===== config.mk =====
export PLATFORM = sky130hd
export DESIGN_NAME = rgbc_cell
export DESIGN_NICKNAME = d
export VERILOG_FILES = /design/src/design/rgbc_pkg.sv /design/src/design/rgbc_cell.sv
export SDC_FILE = /design/constraint.sdc
export NUM_CORES = 2
export LEC_CHECK = 0
export ABC_AREA = 0
export BUFFER_PORTS_ARGS = -buffer_cell sky130_fd_sc_hd__buf_4
export CAP_MARGIN = 20
export CORE_UTILIZATION = 35
export CTS_CLUSTER_DIAMETER = 40
export DETAILED_ROUTE_END_ITERATION = 7
export PLACE_DENSITY = 0.54
export SETUP_SLACK_MARGIN = 0.15
export SLEW_MARGIN = 20
export SYNTH_ARGS = -nofsm -noshare
export SYNTH_HDL_FRONTEND = slang
export SYNTH_SLANG_ARGS = --single-unit

===== constraint.sdc =====
create_clock -name clock -period 15.4 [get_ports clock]
set_clock_uncertainty 0.1 [all_clocks]
set_input_delay 4.62 -clock clock [delete_from_list [all_inputs] [get_ports clock]]
set_output_delay 4.62 -clock clock [all_outputs]
set_load 0.05 [all_outputs]

===== src/design/rgbc_pkg.sv =====
// Shared types, register codes and constants for the 3x3 RGB convolution block.
// No dependencies; every other file of the block imports this package.
package rgbc_pkg;

   localparam int CSR_INDEX_W    = 3;
   localparam int CSR_DATA_W     = 48;
   localparam int FRAME_WIDTH_W  = 11;
   localparam int FRAME_HEIGHT_W = 16;
   localparam int COEF_PITCH     = 16;
   localparam int PIXEL_MAX      = 255;

   localparam logic [FRAME_WIDTH_W-1:0]  FRAME_WIDTH_RESET  = 11'd1024;
   localparam logic [FRAME_HEIGHT_W-1:0] FRAME_HEIGHT_RESET = 16'd1;

   typedef enum logic [CSR_INDEX_W-1:0] {
      CSR_FRAME_WIDTH,
      CSR_FRAME_HEIGHT,
      CSR_KERNEL_TOP,
      CSR_KERNEL_MID,
      CSR_KERNEL_BOTTOM
   } csr_index_type;

   typedef struct packed {
      logic [7:0] red;
      logic [7:0] green;
      logic [7:0] blue;
   } pixel_type;

   // index 0 is the row above the centre, 2 the row below
   typedef pixel_type [2:0] column_type;

   typedef struct packed {
      logic [7:0] red_in;
      logic [7:0] green_in;
      logic [7:0] blue_in;
      logic       pad_item;
   } req_type;

   typedef struct packed {
      logic [7:0] red_out;
      logic [7:0] green_out;
      logic [7:0] blue_out;
      logic       frame_end;
   } rsp_type;

   typedef struct packed {
      logic       result;
      logic       frame_end;
      logic [2:0] row_use;
      logic [2:0] col_use;
   } tap_ctrl_type;

   function automatic logic [7:0] pixel_chan(input pixel_type p, input logic [1:0] ch);
      logic [7:0] v;
      case (ch)
         2'd0:    v = p.red;
         2'd1:    v = p.green;
         default: v = p.blue;
      endcase
      return v;
   endfunction

endpackage


===== src/design/rgbc_cell.sv =====
// One window column: holds three pixels, weighs them and sums per colour.
// Depends on rgbc_pkg for the column type and channel select.
module rgbc_cell
   import rgbc_pkg::*;
#(
   parameter int COEF_BITS = 16,
   localparam int PROD_W = COEF_BITS + 9,
   localparam int COL_W  = PROD_W + 2
) (
   input  logic                   clock,
   input  logic                   shift_en,
   input  column_type             col_in,
   input  logic [3*COEF_BITS-1:0] coef_col,
   input  logic [2:0]             row_use,
   input  logic                   col_use,
   output column_type             col_out,
   output logic [3*COL_W-1:0]     sum_out
);

   column_type               hold_ff;
   logic signed [PROD_W-1:0] prod_in [3][3];
   logic signed [PROD_W-1:0] prod_ff [3][3];
   logic signed [COL_W-1:0]  sum_in [3];
   logic signed [COL_W-1:0]  sum_ff [3];

   always_ff @(posedge clock) begin
      if (shift_en) begin
         hold_ff <= col_in;
      end
   end

   always_comb begin
      for (int r = 0; r < 3; r++) begin
         for (int ch = 0; ch < 3; ch++) begin
            prod_in[r][ch] = '0;
            if (row_use[r] && col_use) begin
               prod_in[r][ch] = $signed({1'b0, pixel_chan(hold_ff[r], 2'(ch))}) *
                                $signed(coef_col[r*COEF_BITS +: COEF_BITS]);
            end
         end
      end
   end

   always_comb begin
      for (int ch = 0; ch < 3; ch++) begin
         sum_in[ch] = COL_W'(prod_ff[0][ch]) + COL_W'(prod_ff[1][ch]) +
                      COL_W'(prod_ff[2][ch]);
      end
   end

   always_ff @(posedge clock) begin
      prod_ff <= prod_in;
      sum_ff  <= sum_in;
   end

   always_comb begin
      for (int ch = 0; ch < 3; ch++) begin
         sum_out[ch*COL_W +: COL_W] = sum_ff[ch];
      end
   end

   assign col_out = hold_ff;

endmodule


==> results_dict.tcl <==
set metrics [dict create \
    outcome "finished clean" \
    io_buffers 278 \
    drive_gt1_share_pct 7.406 \
    die_w_um 401.9 \
    p_sw_share_pct 51.62 \
    drt_wl_total_mm 153.4 \
    setup_violations 0 \
    place_ws_ns 5.749 \
    wl_met2_mm 71.10 \
    r2r_start "col_out[41]$_DFFE_PP_" \
    start_util_pct 35.30 \
    grt_max_degree 54 \
    dieArea_um2 161500 \
    root_buffer "clkbuf_16" \
    critPathArrivalTime_ns 9.47 \
    cts-buffers-inserted 82 \
    layout_common_cells "inv_1 (1381), fa_1 (996), and2_1 (639)" \
    ys_async_sr_fraction_pct 0 \
    place_inst 8318 \
    crit_path_start "coef_col[26]" \
    ant_nets 0 \
    intPower_uw 6202 \
    worstMarginPinSlew_ns 1.097 \
    finalNonFillerCells 8473 \
    finalCriticalPeriod_ns 8.958 \
    leakagePower_uw 0.03245 \
    via_per_inst 4.814 \
    wl_met1_mm 68.16 \
    required_ns 15.91 \
    avgSynthCellArea_um2 9.093 \
    ff2ff_path_depth 17 \
    synth_cell_type_count 72 \
    power_density_nw_per_um2 203.9 \
    clock_sinks 378 \
    ys_warn_count 0 \
    antenna_found_initial 9 \
    maxSlewHeadroom_pct 26.31 \
    fin_area_um2 62870 \
    dr.max_layer_used "met5" \
    whs_ns 0.5331 \
    maxCapViolCount 0 \
    yosysSeqAreaShare_pct 14.81 \
    final_common_cell "inv_1" \
    placedInstanceArea_um2 60020 \
    grt_overflow 0 \
    worstPathMaxFanout 24 \
    switchingPower_uw 6616 \
    rsz0062_at_grt "no" \
    place.gp.congestion 0.8670 \
    crit_path_end "prod_ff[148]$_SDFF_PN0_" \
    hp-class "flip-flop to flip-flop" \
    cts_setup_buffers 0 \
    syn_to_final_growth_pct 12.30 \
    hpwlAfterDp_mm 122.0 \
    max_freq_ghz 0.1116 \
    fillers 15970 \
    rr_endpoint "prod_ff[148]$_SDFF_PN0_" \
    cts_tree "yes" \
    grt_pass1_vias 43430 \
    core_um2 158600 \
    fin_crit_sh_pct 58.17 \
    wire_per_inst_um 18.10 \
    finalMaxSlewViolations 0 \
    netlist_area_um2 55980 \
    synth-seq-cells 378 \
    fin_ws_ns 6.442 \
    syn-num-nets 7803 \
    ios 279 \
    first_iter_violations 2282 \
    vias 40790 \
    postCtsResizedCells 0 \
    cts.clk_slew.worst_paths_ns 0.05 \
    drc 0 \
    grt_pass1_wl_mm 245.5 \
    synthCells 6156 \
    critPathKind "input port to flip-flop" \
    cts_hold_buf 0 \
    chipHeight_um 401.9 \
    firstDrtPassIters 6 \
    num_rows 146 \
    power_frac_comb_pct 73.8 \
    layout.nets 7977 \
    peakVddDrop_v 0.0001135 \
    startpoint_type "input port" \
    reg2reg_setup_slack_ns 9.60 \
    cts_max_path_buffers 3 \
    grt_usage_pct 19.49 \
    endpoint_kind "flip-flop" \
    synth-main-ff-cell "dfxtp_1" \
    clock_latency_ns 0.73 \
    wl_met3_mm 9.538 \
    setup_tns_ns 0 \
    h-tree-depth 3 \
    clock_power_share_pct 14.0 \
    hold_viol_final 0 \
    seqPwrFrac_pct 12.2 \
    synth_edf_count 72 \
]
[cell families after synthesis]
family	share of synthesized area [%]
and+or+nand+nor	16.08
buffers and inverters	10.63
adders and majority gates	47.35
AOI/OAI and AO/OA	7.282
DFF	14.81
xor gates and xnor gates	3.786
muxes	0.05588
[power by group through the flow]
stage               logic, µW  clock network [µW]  registers, µW
finish                   9460                1800           1560
global route            10800                1890           1590
CTS                      9520                1850           1570
detailed placement       9420                   0           1580
global placement         9390                   0           1590
floorplan                6840                   0           1780
[how the worst min path moves through the flow]
stage | from | slack [ns] | end | cells past startpoint
2_1_floorplan | prod_ff[200]$_SDFF_PN0_ | 0.45 | sum_out[0]$_DFF_P_ | 3
3_3_place_gp | prod_ff[151]$_SDFF_PN0_ | 0.51 | sum_out[55]$_DFF_P_ | 2
3_5_place_dp | prod_ff[151]$_SDFF_PN0_ | 0.52 | sum_out[55]$_DFF_P_ | 2
4_1_cts | prod_ff[151]$_SDFF_PN0_ | 0.54 | sum_out[55]$_DFF_P_ | 2
5_1_grt | prod_ff[151]$_SDFF_PN0_ | 0.56 | sum_out[55]$_DFF_P_ | 2
6_report | prod_ff[151]$_SDFF_PN0_ | 0.53 | sum_out[55]$_DFF_P_ | 2
[stage by stage]
step           total power, µW  utilization (%)
6_report                 12820            39.65
5_1_grt                  14240            39.65
4_1_cts                  12940            39.65
3_5_place_dp             11010            37.85
3_3_place_gp             10970            37.85
2_1_floorplan             8625                -
[worst max-delay path, cell delays in order]
cell	delay [ns]
buf_4	0.27
nand2_1	0.13
fa_1	0.57
inv_1	0.05
fa_1	0.49
fa_1	0.58
inv_1	0.06
fa_1	0.47
inv_1	0.04
ha_1	0.32
a21oi_1	0.20
o21ai_0	0.11
and2_4	0.18
o2111a_2	0.30
a311oi_4	0.40
o21ai_2	0.13
a31oi_1	0.20
mux2_1	0.33
[synth_stat cells (91+ instances only)]
cell         n  area (µm²)
and2_1     639        3998
dfxtp_1    306        6126
fa_1       996       19940
nor2_1     265       994.7
ha_1       525        6569
a21oi_1    184       920.9
nand2_1    606        2275
xor2_1      91       797.0
xnor2_1    151        1323
inv_1     1381        5184
a21o_1     100       750.7
clkbuf_1   201       754.5
o21ai_0     97       485.5
[routing by layer]
layer / global-route usage [%] / vias up
li1: - / 19090
met1: 25.83 / 20600
met2: 31.85 / 899
met3: 4.086 / 191
met4: 5.785 / 2
met5: 0 / -
[flip-flops by register name (all words and copies together) (netlist names)]
name and flops:
prod_ff 225, sum_out 81, col_out 72
[area by class of cell]
cell class	instances	area (µm²)	area share, %
Multi-Input combinational cell	4193	41750	66.40
Sequential cell	378	8288	13.18
Inverter	1381	5184	8.246
Tap cell	2072	2592	4.124
Timing Repair Buffer	294	2207	3.511
Clock buffer	90	2112	3.360
Clock inverter	64	734.5	1.168
Antenna cell	1	2.502	0.003981
Power figures use the tool's default switching activity.
