--- config.mk ---
export PLATFORM = sky130hd
export DESIGN_NAME = rgbc_out_fifo
export DESIGN_NICKNAME = d
export VERILOG_FILES = /design/src/design/rgbc_pkg.sv /design/src/design/rgbc_out_fifo.sv
export SDC_FILE = /design/constraint.sdc
export NUM_CORES = 1
export LEC_CHECK = 0
export ABC_AREA = 0
export CAP_MARGIN = 20
export CORE_UTILIZATION = 55
export DETAILED_ROUTE_END_ITERATION = 8
export DONT_BUFFER_PORTS = 1
export GPL_TIMING_DRIVEN = 0
export PLACE_DENSITY = 0.79
export REMOVE_ABC_BUFFERS = 1
export SLEW_MARGIN = 25
export SYNTH_ARGS = -nofsm -noshare
export SYNTH_HDL_FRONTEND = slang
export SYNTH_SLANG_ARGS = --single-unit
--- constraint.sdc ---
create_clock -name clock -period 4.69 [get_ports clock]
set_clock_uncertainty 0.2 [all_clocks]
set_input_delay 0.938 -clock clock [delete_from_list [all_inputs] [get_ports clock]]
set_output_delay 0.938 -clock clock [all_outputs]
set_load 0.1 [all_outputs]
--- src/design/rgbc_pkg.sv ---
// Shared types, register codes and constants for the 3x3 RGB convolution block.
// No dependencies; every other file of the block imports this package.
package rgbc_pkg;

   localparam int CSR_INDEX_W    = 3;
   localparam int CSR_DATA_W     = 48;
   localparam int FRAME_WIDTH_W  = 11;
   localparam int FRAME_HEIGHT_W = 16;
   localparam int COEF_PITCH     = 16;
   localparam int PIXEL_MAX      = 255;

   localparam logic [FRAME_WIDTH_W-1:0]  FRAME_WIDTH_RESET  = 11'd1024;
   localparam logic [FRAME_HEIGHT_W-1:0] FRAME_HEIGHT_RESET = 16'd1;

   typedef enum logic [CSR_INDEX_W-1:0] {
      CSR_FRAME_WIDTH,
      CSR_FRAME_HEIGHT,
      CSR_KERNEL_TOP,
      CSR_KERNEL_MID,
      CSR_KERNEL_BOTTOM
   } csr_index_type;

   typedef struct packed {
      logic [7:0] red;
      logic [7:0] green;
      logic [7:0] blue;
   } pixel_type;

   // index 0 is the row above the centre, 2 the row below
   typedef pixel_type [2:0] column_type;

   typedef struct packed {
      logic [7:0] red_in;
      logic [7:0] green_in;
      logic [7:0] blue_in;
      logic       pad_item;
   } req_type;

   typedef struct packed {
      logic [7:0] red_out;
      logic [7:0] green_out;
      logic [7:0] blue_out;
      logic       frame_end;
   } rsp_type;

   typedef struct packed {
      logic       result;
      logic       frame_end;
      logic [2:0] row_use;
      logic [2:0] col_use;
   } tap_ctrl_type;

   function automatic logic [7:0] pixel_chan(input pixel_type p, input logic [1:0] ch);
      logic [7:0] v;
      case (ch)
         2'd0:    v = p.red;
         2'd1:    v = p.green;
         default: v = p.blue;
      endcase
      return v;
   endfunction

endpackage

--- src/design/rgbc_out_fifo.sv ---
// Result queue between the arithmetic pipeline and the response channel.
// Depends on rgbc_pkg for the response type.
module rgbc_out_fifo
   import rgbc_pkg::*;
#(
   parameter int DEPTH = 8,
   localparam int PW = (DEPTH > 1) ? $clog2(DEPTH) : 1,
   localparam int CW = $clog2(DEPTH + 1)
) (
   input  logic          clock,
   input  logic          reset,
   input  logic          push,
   input  rsp_type       push_data,
   input  logic          pop,
   output logic          out_valid,
   output rsp_type       out_data,
   output logic [CW-1:0] count
);

   rsp_type       mem_ff [DEPTH];
   logic [PW-1:0] wr_ptr_ff;
   logic [PW-1:0] wr_ptr_in;
   logic [PW-1:0] rd_ptr_ff;
   logic [PW-1:0] rd_ptr_in;
   logic [CW-1:0] count_ff;
   logic [CW-1:0] count_in;

   always_comb begin
      wr_ptr_in = (wr_ptr_ff == PW'(DEPTH - 1)) ? '0 : wr_ptr_ff + PW'(1);
      rd_ptr_in = (rd_ptr_ff == PW'(DEPTH - 1)) ? '0 : rd_ptr_ff + PW'(1);
      case ({push, pop})
         2'b10:   count_in = count_ff + CW'(1);
         2'b01:   count_in = count_ff - CW'(1);
         default: count_in = count_ff;
      endcase
   end

   always_ff @(posedge clock) begin
      if (push) begin
         mem_ff[wr_ptr_ff] <= push_data;
      end
   end

   always_ff @(posedge clock) begin
      if (reset) begin
         wr_ptr_ff <= '0;
         rd_ptr_ff <= '0;
         count_ff  <= '0;
      end else begin
         if (push) begin
            wr_ptr_ff <= wr_ptr_in;
         end
         if (pop) begin
            rd_ptr_ff <= rd_ptr_in;
         end
         count_ff <= count_in;
      end
   end

   assign out_valid = (count_ff != '0);
   assign out_data  = mem_ff[rd_ptr_ff];
   assign count     = count_ff;

endmodule

==> metrics.log <==
[metrics] outcome: finished with violations
[metrics] violated checks: design-rule violations
[metrics] Top Family by Delay on Critical Path: multiplexers
[metrics] startpoint types: flop
[metrics] cell area after synthesis: 8349 um2
[metrics] normalized max-slew margin: 0.3326
[metrics] total number of clock tree sinks: 213
[metrics] commonest cells in the synthesized netlist: 200 x sky130_fd_sc_hd__edfxtp_1, 50 x sky130_fd_sc_hd__mux4_1, 27 x sky130_fd_sc_hd__mux2_2
[metrics] share of the synthesized area in the top cell type: 0.7193
[metrics] Post CTS Setup Buffer Count: 0
[metrics] slew at the pin closest to its max-slew limit: 999.7 ps
[metrics] maximum number of pins on one net before global-route repair: 51
[metrics] number of synthesized flops with an enable pin: 200
[metrics] final net count: 419
[metrics] hold crit path type: in -> reg
[metrics] floorplan die height: 125.2 um
[metrics] DRC Markers: 4
[metrics] wire per inst: 24.67 um
[metrics] first-pass detailed-route iteration total: 8
[metrics] overall routed net length: 14380 um
[metrics] Clock Pin Slew Worst Setup and Hold Paths: 60 ps
[metrics] total vias in the final route: 3582
[metrics] I/O pin count: 59
[metrics] TritonCTS clock tree: built
[metrics] initial antenna violation count: 0
[metrics] multiplexer share of the synthesized area: 0.1986
[metrics] critical-path cell with the highest stage delay: sky130_fd_sc_hd__dfxtp_4
[metrics] most used flip-flop cell after synthesis: sky130_fd_sc_hd__edfxtp_1
[metrics] final clock period utilization by the worst path: 0.7792
[metrics] Inserted Diodes: 0
[metrics] Power Density: 448.1 nW/um2
[metrics] Cell Count, Final, Fillers Out: 583
[metrics] Adder-Cell Fraction of Synth Area: 0.01049
[metrics] Finished Cell Area: 9447 um2
[metrics] Async S/R FF share, synth: 0
[metrics] synth-to-layout area growth: 13.14%
[metrics] Yosys top cell by area: sky130_fd_sc_hd__edfxtp_1
[metrics] Synth Area per Inst: 23.00 um2
[metrics] layout cell share with drive strength beyond 1: 0.2030
[metrics] critical path cell sequence: buf_12, mux4_1, mux2_2
[metrics] critical path peak fanout: 28
[metrics] data required time of the critical path: 3550 ps
[metrics] main combinational cell family by area after synthesis: multiplexers
[metrics] first-pass GRT wire length: 22160 um
[metrics] leakage dissipation: 3.088 nW
[metrics] main area contributors after synthesis: sky130_fd_sc_hd__edfxtp_1 72%, sky130_fd_sc_hd__mux4_1 16%, sky130_fd_sc_hd__mux2_2 3.6%
[metrics] delay of the slowest critical-path stage: 620 ps
[metrics] count of cell types in the netlist: 24
[metrics] number of flip-flops and latches in the synthesized netlist: 213
[metrics] post-layout min period: 3654 ps
[metrics] Critical Path End Type: output pin
[metrics] Placement Rows: 44
[metrics] Synth Area in Compound Gates: 0.005695
[metrics] root buf cell: sky130_fd_sc_hd__clkbuf_16
[metrics] setup slack of the critical path after layout: 1036 ps
[metrics] final antenna-violating net count: 0
[metrics] Critical path buffers and inverters: 1
[metrics] area of placed instances: 8771 um2
[metrics] later-pin clock latency in the skew report: 490 ps
[metrics] chip width: 125.2 um
[metrics] post-synthesis share of cell area spent on xor and xnor gates: 0.003147
[metrics] Port Buf Inserts: 0
[metrics] number of hold buffers added after CTS: 0
[metrics] CP Data Arrival Time: 2520 ps
[metrics] total gr overflow: 0
[metrics] starting utilization of the core area: 0.5680
[metrics] Worst Setup Path Type: reg -> out
[metrics] Post-Place Setup Slack: 1522 ps
[metrics] total placed cells including tap cells: 543
[metrics] fraction of the yosys area taken by sequential cells: 0.7505
[metrics] Die Footprint: 15680 um2
[metrics] CTS max path bufs: 3
[metrics] number of global-route vias before repair: 3862
[metrics] final setup violation count: 0
[metrics] total routing usage reported by global routing: 0.1901
[metrics] largest voltage drop on the vdd net: 0.2186 mV
[metrics] core region area: 14700 um2
[metrics] unrepaired setup endpoints after global routing: false
[metrics] highest attainable clock frequency: 273.6 MHz
[metrics] number of pins exceeding their max-slew limit in the final report: 0
[metrics] maximum level of the CTS H-tree: 1
[metrics] Placer Congestion: 0.7207
[metrics] cell count after synthesis: 363
[metrics] iteration-0 DRC count of the detailed router: 312
[metrics] hold violation count in the final report: 0
[metrics] Max-Cap Viols: 0
[metrics] number of buffers created by CTS: 22
[metrics] cell with the most instances after synthesis: sky130_fd_sc_hd__edfxtp_1
[metrics] Synth warnings: 0
[metrics] hpwl dp: 8541 um
[metrics] share of synthesized cell area in and, or, nand and nor gates: 0.01753
[metrics] number of instances resized during post-cts repair: 0
[metrics] DR vias/cell: 6.144
==> routing by layer <==
layer / part of all wire / track usage / vias to the layer above
met4: 0.013 / 0.04735 / 0
met2: 0.51 / 0.3293 / 86
li1: - / - / 1603
met3: 0.058 / 0.05135 / 20
met1: 0.42 / 0.2400 / 1873
met5: 0 / 0 / -
==> report_power, final <==
| part | leakage (nW) | internal (mW) | switching, mW |
|---|---|---|---|
| Sequential | 1.93 | 2.13 | 0.0758 |
| Combinational | 0.838 | 0.108 | 0.309 |
| Clock | 0.323 | 0.950 | 0.663 |
==> state kept, by name, summed over array words and instances, names as in the netlist, named ones only <==
signal	flops
mem_ff	200
wr_ptr_ff	3
count	4
rd_ptr_ff	3
==> logic make-up (layout without fill, tap and decap cells) <==
kind of cell / count (synthesis) / count (layout)
flops: 213 / 213
simple gates: 32 / 32
mux: 81 / 81
compound gates: 8 / 8
xor+xnor: 3 / 3
buf+inv: 19 / 55
fa+ha+maj: 7 / 7
==> layout make-up <==
type / instances / area [um2]
sequential: 213 / 6279
fill: 928 / 5253
clock buffer: 30 / 601.8
inverter: 2 / 7.507
clock inverter: 10 / 70.07
timing repair buffer: 13 / 237.7
tap: 184 / 230.2
multi-input combinational: 131 / 2021
==> cells in the final DEF, fill, tap and decap left out, types with 5 or more instances in the layout <==
cell type,n
sky130_fd_sc_hd__edfxtp_1,200
sky130_fd_sc_hd__mux4_1,50
sky130_fd_sc_hd__mux2_2,27
sky130_fd_sc_hd__clkbuf_16,23
sky130_fd_sc_hd__nor2_1,11
sky130_fd_sc_hd__ha_1,7
sky130_fd_sc_hd__clkbuf_1,7
sky130_fd_sc_hd__dfxtp_1,7
sky130_fd_sc_hd__nor2_4,6
sky130_fd_sc_hd__clkinv_1,6
sky130_fd_sc_hd__buf_16,6
sky130_fd_sc_hd__a21oi_1,5
==> path summary, 6_finish.rpt <==
check / start / endpoint / slack, ps / cells after the start
setup / recovery: flop / out_data[1] / 1040 / 3
hold / removal: reset / count[2] / 300 / 1
setup reg to reg: wr_ptr_ff[0] / mem_ff[0][12] / 2470 / 4
hold reg to reg: wr_ptr_ff[0] / wr_ptr_ff[0] / 340 / 2
==> through the flow <==
| stage | util | hold WS, ps | power (mW) | TNS [ps] |
|---|---|---|---|---|
| floorplan | - | 289.7 | 2.599 | 0 |
| global placement | 0.5762 | 315.0 | 2.642 | -18500 |
| detailed placement | 0.5967 | 327.7 | 2.661 | 0 |
| CTS | 0.6424 | 294.6 | 4.267 | 0 |
| global route | 0.6427 | 288.5 | 4.360 | 0 |
| finish | 0.6427 | 302.2 | 4.233 | 0 |
==> worst reg2reg max path, stage by stage, from the launching register on <==
cell	delay, ps
sky130_fd_sc_hd__dfxtp_1	330
sky130_fd_sc_hd__nand2b_1	330
sky130_fd_sc_hd__nor3_2	540
sky130_fd_sc_hd__buf_4	320
sky130_fd_sc_hd__buf_4	210
Power figures use the tool's default switching activity.
